<file path="src/hdl/ffa_ram.sv">
`timescale 1ns / 1ps
module ffa_ram #(
  parameter int WIDTH = 8,
  parameter int DEPTH = 16
) (
  input  logic                     clk,
  input  logic                     we,
  input  logic [$clog2(DEPTH)-1:0] waddr,
  input  logic [WIDTH-1:0]         wdata,
  input  logic [$clog2(DEPTH)-1:0] raddr,
  output logic [WIDTH-1:0]         q
);

  logic [WIDTH-1:0] mem [DEPTH];

  always_ff @(posedge clk) begin
    if (we) begin
      mem[waddr] <= wdata;
    end
    q <= mem[raddr];
  end

endmodule

</file>
<file path="config.mk">
export PLATFORM = sky130hd
export DESIGN_NAME = ffa_ram
export DESIGN_NICKNAME = d
export VERILOG_FILES = /design/src/hdl/ffa_ram.sv
export SDC_FILE = /design/constraint.sdc
export NUM_CORES = 1
export LEC_CHECK = 0
export ABC_AREA = 1
export CORE_ASPECT_RATIO = 1.25
export CORE_MARGIN = 2
export CORE_UTILIZATION = 50
export CTS_BUF_LIST = sky130_fd_sc_hd__clkbuf_8
export DETAILED_ROUTE_END_ITERATION = 10
export DONT_BUFFER_PORTS = 1
export SKIP_LAST_GASP = 1
export SLEW_MARGIN = 40
export SYNTH_ARGS = -nofsm -noshare
export SYNTH_HDL_FRONTEND = slang
export SYNTH_SLANG_ARGS = --single-unit
</file>
<file path="constraint.sdc">
create_clock -name clk -period 2.3 [get_ports clk]
set_input_delay 0 -clock clk [delete_from_list [all_inputs] [get_ports clk]]
set_output_delay 0 -clock clk [all_outputs]
set_load 0.03 [all_outputs]
</file>
After elaboration in Yosys (flattened, before gate mapping):

Memory sizes are Yosys's and may differ from the RTL's. A register that Yosys moved wholly into a read port is not among the register bits.
Cells that the tools add are included.

* bits in registers: 0
* memories kept: 1
* logic and storage cells: 3
* output and inout port bits: 8
* bits in writable memories: 128
* bits of input ports: 18

Memories
* mem: words 16, width 8, read ports 1, clocked after Yosys merged registers in 1, write ports 1, line 14 `logic [WIDTH-1:0] mem [DEPTH];`

* multiplexer cells: 2

Operators by type and width (number)
* two-way mux 1 bit: 2

Logic depth before layout (Yosys ltp):

Gate-level depths: netlist of run 1.

* depth after elaboration: 2
* depth in mapped cells: 8

Worst setup path after synthesis of run 1:

No wires, ideal clock.

* kind: input to register
* from: input waddr[2]
* to: memory mem[10][0] (enable)
* buffers on the path: 0
* path slack: 1.349 ns
* stages: 2
* arrival time: 0.581 ns
* cells stage by stage: nand3b_1 > nor2_1

RTL lines
* start, declared: line 8 `input logic [$clog2(DEPTH)-1:0] waddr,`
* end, declared: line 14

No word-level cell before the write port.

==> qor.csv, run 1 <==
stage;metric;value;unit
logic_synthesis;synthesized instance count;551;
critical_path;max incr delay on CP;0.96;ns
critical_path;critical path peak fanout;14;
global_route;global-route wire length before repair;19910;um
clock_tree;CTS clk-pin slew, worst paths;0.07;ns
routing;# DRC;0;
hold_path;hold depth;5;
global_route;initial antenna violation count;2;
final_layout;design area;6434;um2
clock_tree;# resized after CTS;0;
critical_path;Worst R2R Path Depth;8;
final_layout;Layout Area Growth over Synthesis;11.56;%
routing;antenna-violating nets left;0;
floorplanning;Initial Util;51.53;%
sta;Peak Freq;484.9;MHz
sta;worst relative slew slack;46.19;%
clock_tree;CTS tree;yes;
floorplanning;std cell rows;43;
run;number of max-cap violations;0;
logic_synthesis;commonest cells in the netlist;173 x nand2_1, 128 x edfxtp_1, 100 x inv_1;
clock_tree;hold buffer count at cts;19;
sta;Tightest Pin Transition;0.8046;ns
hold_path;Hold Path Class;in -> reg;
clock_tree;Sink Count;136;
critical_path;RR Startpoint;mem[13][5];
placement;Final GP Congestion;0.8528;
floorplanning;Die Y;124.1;um
clock_tree;CTS Buffer Depth;2;
routing;Routed WL per cell;17.61;um
hold_path;Worst Hold End;q[3];
final_layout;share of cells above drive strength 1;6.196;%
global_route;gr ovfl total;0;
critical_path;crit path cell chain;dlygate4sd3_1, nand3_1, dlygate4sd3_1, nand3_1, dlygate4sd3_1, nand2_1;
placement;detailed-placement wirelength estimate;7261;um
logic_synthesis;synthesized net count;569;
status;status;complete, no violations;
critical_path;Most Frequent Cell on Critical Path;dlygate4sd3_1;
clock_tree;Worst-Skew Late Latency;0.42;ns
global_route;GRT Util Overall;22.44;%
sta;Slew Limit Fails;0;
pwr;maximum vdd drop;0.5904;mV
sta;# setup viols final;0;
clock_tree;Post CTS Setup Buffer Count;0;
floorplanning;Top Ports;26;
clock_tree;CTS H-tree depth;4;
logic_synthesis;number of flops mapped to enable cells by yosys;128;
routing;drt total wl;12630;um
logic_synthesis;Avg Synthesized Cell Area;10.47;um2
logic_synthesis;most frequent cell after synthesis;nand2_1;
clock_tree;CTS buffer count;17;
final_layout;Nets;586;
sta;period utilisation layout;89.67;%
critical_path;CP startpoint kind;input port;
floorplanning;die width;100.1;um
logic_synthesis;yosys warns;0;
pwr;Pleak;0.002744;uW
sta;min Tclk post-route;2.062;ns
sta;clk_skew;0.008676;ns
routing;initial drt markers;301;
critical_path;Crit Path Class;in -> reg;
global_route;largest net degree at the start of global routing;45;
critical_path;Setup crit start;raddr[2];
critical_path;CP max stage cell;dlygate4sd3_1;
global_route;via count of the first global-routing pass;3667;
sta;RSZ-0062 raised after global routing;no;
logic_synthesis;Area contributors post-synth;edfxtp_1 67%, nand2_1 11%, nand3_1 8.4%;
logic_synthesis;synthesized flop and latch total;136;
critical_path;WP data required;2.62;ns
logic_synthesis;top-area cell type share of the netlist area;66.65;%
sta;Fin. Hold Viols;0;
sta;post-route setup TNS;0;ns
critical_path;R2R Path End;q[5];
critical_path;R2R setup slack;0.32;ns
logic_synthesis;Synth area leader;edfxtp_1;
routing;vias per cell;5.123;
logic_synthesis;post-synth cell types;12;
critical_path;Worst setup EP type;flop;
pwr;PwrDens;805.3;nW/um2
logic_synthesis;post-synthesis sequential area ratio;69.43;%
clock_tree;CTS root buf;clkbuf_8;
placement;IO Port Bufs;0;
logic_synthesis;top_reg_cell synth;edfxtp_1;
logic_synthesis;Mapped Area;5767;um2
logic_synthesis;Post-synth ARST share;0;%
critical_path;crit path DAT;2.38;ns
floorplanning;die area;12410;um2
hold_path;hold path startpoint;raddr[0];
routing;Pre-Repair DR Iteration Count;5;
placement;dpl cell area;5797;um2
floorplanning;placeable core area;11190;um2
routing;Via Count;3673;
==> logic make-up (layout without fill, tap and decap cells) <==
kind of cell	count (synthesis)	count (layout)	synth area share (%)
buf+inv	126	156	9.525
flops	136	136	69.43
simple gates	289	289	21.05
other cells	0	1	0
==> where the power goes <==
group / internal, uW / total [uW] / switching [uW]
Sequential: 2770 / 2820 / 49.7
Combinational: 97.1 / 308 / 211
Clock: 1220 / 2050 / 838
==> registers in the layout, indices dropped and copies added (netlist names) <==
name	count
mem	128
q	8
==> through the flow <==
stage / power (uW) / worst slack (ns) / utilization (%) / cells / hold slack (ns)
5_1_grt: 5371 / 0.1205 / 57.47 / 716 / 0.02966
2_1_floorplan: 3063 / 1.349 / - / 551 / 0.09887
3_3_place_gp: 3082 / 1.054 / 51.80 / 664 / 0.09995
6_report: 5181 / 0.2375 / 57.49 / 717 / 0.03435
3_5_place_dp: 3085 / 1.019 / 51.80 / 664 / 0.09993
4_1_cts: 5210 / 0.2657 / 57.38 / 715 / 0.003514
==> how the worst max path moves through the flow <==
stage / end / slack (ns) / depth (start not counted)
2_1_floorplan: mem[10][0] / 1.35 / 2
6_report: q[4] / 0.24 / 6
3_5_place_dp: mem[11][0] / 1.02 / 2
5_1_grt: q[4] / 0.12 / 6
3_3_place_gp: mem[11][0] / 1.05 / 2
4_1_cts: q[4] / 0.27 / 6
==> metal layers <==
layer	vias to the layer above	global-route usage, %	wire length (um)
li1	1803	-	-
met1	1719	29.38	5328
met2	122	35.35	6076
met3	27	6.004	880
met4	2	10.27	329
met5	-	0	13
==> layout by cell type (no fill, tap or decap) <==
| master | count |
|---|---|
| nand2_1 | 173 |
| edfxtp_1 | 128 |
| inv_1 | 104 |
| nand3_1 | 97 |
| clkbuf_8 | 19 |
| dlygate4sd3_1 | 18 |
| nor2_1 | 15 |
| dfxtp_1 | 8 |
| clkinv_2 | 4 |
| bufinv_16 | 4 |
| inv_2 | 2 |
| nand3b_1 | 2 |
| nor2_2 | 2 |
| buf_12 | 2 |
| diode_2 | 1 |
| clkinvlp_4 | 1 |
| buf_2 | 1 |
| buf_4 | 1 |
==> cell type report <==
cell class,count,area (um2)
clock buffer,19,261.5
antenna,1,2.502
inverter,102,382.9
timing repair buffer,22,232.7
tap,135,168.9
multi-input combinational,289,1219
sequential,136,4004
clock inverter,13,162.7
fill,962,4757
==> critical path: cells and delay by family <==
family / cells / cell delay [ns]
simple gates: 3 / 0.28
buf+inv: 3 / 2.10
No activity file was read; power rests on OpenSTA's default activity.
==> run 2: changes to the inputs <==
--- a/config.mk
+++ b/config.mk
@@ -12,6 +12,7 @@
 export CTS_BUF_LIST = sky130_fd_sc_hd__clkbuf_8
 export DETAILED_ROUTE_END_ITERATION = 10
 export DONT_BUFFER_PORTS = 1
+export REMOVE_ABC_BUFFERS = 1
 export SKIP_LAST_GASP = 1
 export SLEW_MARGIN = 40
 export SYNTH_ARGS = -nofsm -noshare
==> run 2 against run 1 <==
  * Routed wire length is 8.4% higher
  * Die area stayed put
  * Critical path type is now reg -> reg
  * Critical endpoint is now q[0]
  * Highest routed layer is now met4
  * Via count is 3.3% higher
  * Total power is 2.2% higher
  * Sequential power hardly changed
  * Clock-buffer cell count is 1 higher
  * Final cell count is 0.42% lower
  * Hold slack better by 0.0030 ns
==> qor.csv, run 2 (synthesized netlist as in run 1, its figures left out) <==
stage;metric;value;unit;change
status;status;complete, no violations;;
global_route;met1 Usage GRT;31.71;%;+2.3 points
sta;# setup viols final;0;;unchanged
sta;RSZ-0062 raised after global routing;no;;
global_route;GR peak layer;met2;;
final_layout;most common cell after layout, fill and taps aside;nand2_1;;
global_route;grt met2 use;38.34;%;+3.0 points
global_route;GRT Util Overall;23.66;%;+1.2 points
final_layout;Layout Area Growth over Synthesis;11.50;%;about the same
floorplanning;Die Y;124.1;um;unchanged
final_layout;share of cells above drive strength 1;6.747;%;+0.55 points
global_route;initial antenna violation count;1;;-1
floorplanning;std cell rows;43;;unchanged
routing;antenna-violating nets left;0;;unchanged
critical_path;WP data required;2.63;ns;about the same
global_route;global-route wire length before repair;21030;um;+5.7%
routing;drt total wl;13680;um;+8.4%
critical_path;CP max stage cell;dlygate4sd3_1;;
sta;post-route setup TNS;0;ns;unchanged
clock_tree;CTS tree;yes;;
critical_path;critical path peak fanout;1;;-13
floorplanning;placeable core area;11190;um2;unchanged
clock_tree;CTS Buffer Depth;2;;unchanged
routing;Routed WL per cell;19.16;um;+8.8%
critical_path;crit path cell chain;inv_1, nand2_1, nand3_1, nand3_1, nand3_1, dlygate4sd3_1, nand2_1, dlygate4sd3_1;;
sta;Tightest Pin Transition;0.8282;ns;+0.02362 ns
clock_tree;Sink Count;136;;unchanged
floorplanning;die width;100.1;um;unchanged
critical_path;Worst setup EP type;flop;;
global_route;via count of the first global-routing pass;3753;;+2.3%
placement;detailed-placement wirelength estimate;8097;um;+12%
sta;clk_skew;0.01395;ns;+0.005276 ns
final_layout;Most flops, register;mem;;
sta;Fin. Hold Viols;0;;unchanged
clock_tree;Worst-Skew Late Latency;0.44;ns;+0.02 ns
routing;Via Count;3796;;+3.3%
routing;initial drt markers;254;;-16%
final_layout;Largest regs;mem x128, q x8;;
sta;Peak Freq;477.6;MHz;-1.5%
pwr;logic gate share of total power;5.9;%;about the same
final_layout;max FFs per register;128;;unchanged
clock_tree;CTS buffer count;17;;unchanged
floorplanning;Initial Util;51.53;%;unchanged
clock_tree;CTS H-tree depth;4;;unchanged
hold_path;Hold Path Class;in -> reg;;
floorplanning;Top Ports;26;;unchanged
pwr;Pleak;0.002724;uW;-0.73%
pwr;sequential share of power;53.3;%;-1.1 points
sta;worst relative slew slack;44.61;%;-1.6 points
critical_path;R2R setup slack;0.21;ns;-0.11 ns
critical_path;crit path DAT;2.43;ns;+0.05 ns
sta;period utilisation layout;91.04;%;+1.4 points
critical_path;largest delay contributor family on the critical path;buffers and inverters;;
placement;Final GP Congestion;0.8043;;-5.7%
final_layout;Nets;583;;-0.51%
routing;# DRC;0;;unchanged
critical_path;Worst R2R Path Depth;8;;unchanged
final_layout;commonest non-fill, non-tap cells in the layout;173 x nand2_1, 128 x edfxtp_1, 100 x inv_1;;
global_route;largest net degree at the start of global routing;47;;+4.4%
placement;IO Port Bufs;0;;unchanged
global_route;grt met3 use;5.556;%;-0.45 points
global_route;gr ovfl total;0;;unchanged
critical_path;CP startpoint kind;flop;;
critical_path;WP depth;8;;+2
critical_path;Critical path buffers and inverters;3;;unchanged
pwr;Clk network pwr share;40.8;%;+1.1 points
floorplanning;die area;12410;um2;unchanged
clock_tree;CTS root buf;clkbuf_8;;
run;number of max-cap violations;0;;unchanged
critical_path;max incr delay on CP;0.58;ns;-0.38 ns
routing;Pre-Repair DR Iteration Count;6;;+1
pwr;maximum vdd drop;0.3861;mV;-35%
sta;WHS;0.03732;ns;+0.002974 ns
routing;vias per cell;5.317;;+3.8%
pwr;PwrDens;823.4;nW/um2;+2.2%
sta;min Tclk post-route;2.094;ns;+0.03145 ns
critical_path;Crit Path Class;reg -> reg;;
pwr;Switching Fraction;22.08;%;+0.89 points
critical_path;Most Frequent Cell on Critical Path;nand3_1;;
hold_path;hold depth;5;;unchanged
sta;Slew Limit Fails;0;;unchanged
clock_tree;CTS clk-pin slew, worst paths;0.08;ns;about the same
pwr;Internal Pwr Total;4125;uW;+1.0%
pwr;net switching power figure;1169;uW;+6.5%
## run 2: changes by cell type in the layout (fill, tap and decap cells not counted), sizes merged
cell / before / now
inv: 106 / 102
clkinvlp: 1 / 2
buf: 4 / 3
clkbuf: 19 / 20
dlygate4sd3: 18 / 16
clkinv: 4 / 6
## run 2: metal layers
layer | share of wire [%] | vias to the layer above
met3 | 8.0 | 17
met5 | 0 | -
li1 | - | 1803
met4 | 1.6 | 0
met1 | 42 | 1818
met2 | 49 | 158
## run 2: what timing repair did
action	CTS	global route
endpoints found under the hold margin	136	0
gates resized for setup	0	0
setup endpoints to repair	0	0
hold buffers	18	0
setup buffers	0	0
## run 2: worst reg2reg max path: stages, from the launching register on
cell and delay, ns:
edfxtp_1 0.37, inv_1 0.06, nand2_1 0.05, nand3_1 0.09
nand3_1 0.11, nand3_1 0.11, dlygate4sd3_1 0.58, nand2_1 0.06
dlygate4sd3_1 0.55
## run 2: path summary, 6_finish.rpt
kind               from    to
max          mem[12][0]  q[0]
min            raddr[0]  q[2]
max reg2reg  mem[12][0]  q[0]
min reg2reg  mem[11][7]  q[7]
## run 2: final cells by class
type	count	area, um2
Timing Repair Buffer	19	205.2
Clock inverter	12	172.7
Fill cell	963	4761
Antenna cell	1	2.502
Clock buffer	20	275.3
Multi-Input combinational cell	289	1219
Sequential cell	136	4004
Tap cell	135	168.9
Inverter	102	382.9
## run 2: power groups by stage
| stage | registers (uW) | clock network, uW | logic [uW] |
|---|---|---|---|
| global placement | 2880 | 0 | 209 |
| finish | 2820 | 2160 | 313 |
| floorplan | 2870 | 0 | 150 |
| global route | 2830 | 2300 | 348 |
| detailed placement | 2880 | 0 | 212 |
| CTS | 2820 | 2190 | 314 |
## run 2: metrics by stage
| step | util, % | setup WS [ns] | std cells | total power (uW) | cell area (um2) |
|---|---|---|---|---|---|
| final | 57.46 | 0.2061 | 714 | 5294 | 6430 |
| after global routing | 57.46 | 0.1309 | 714 | 5478 | 6430 |
| after CTS | 57.44 | 0.2635 | 713 | 5331 | 6427 |
| after detailed placement | 51.73 | 0.8762 | 663 | 3091 | 5789 |
| after global placement | 51.73 | 0.9661 | 663 | 3088 | 5789 |
| after floorplan | - | 1.320 | 527 | 3018 | 5600 |
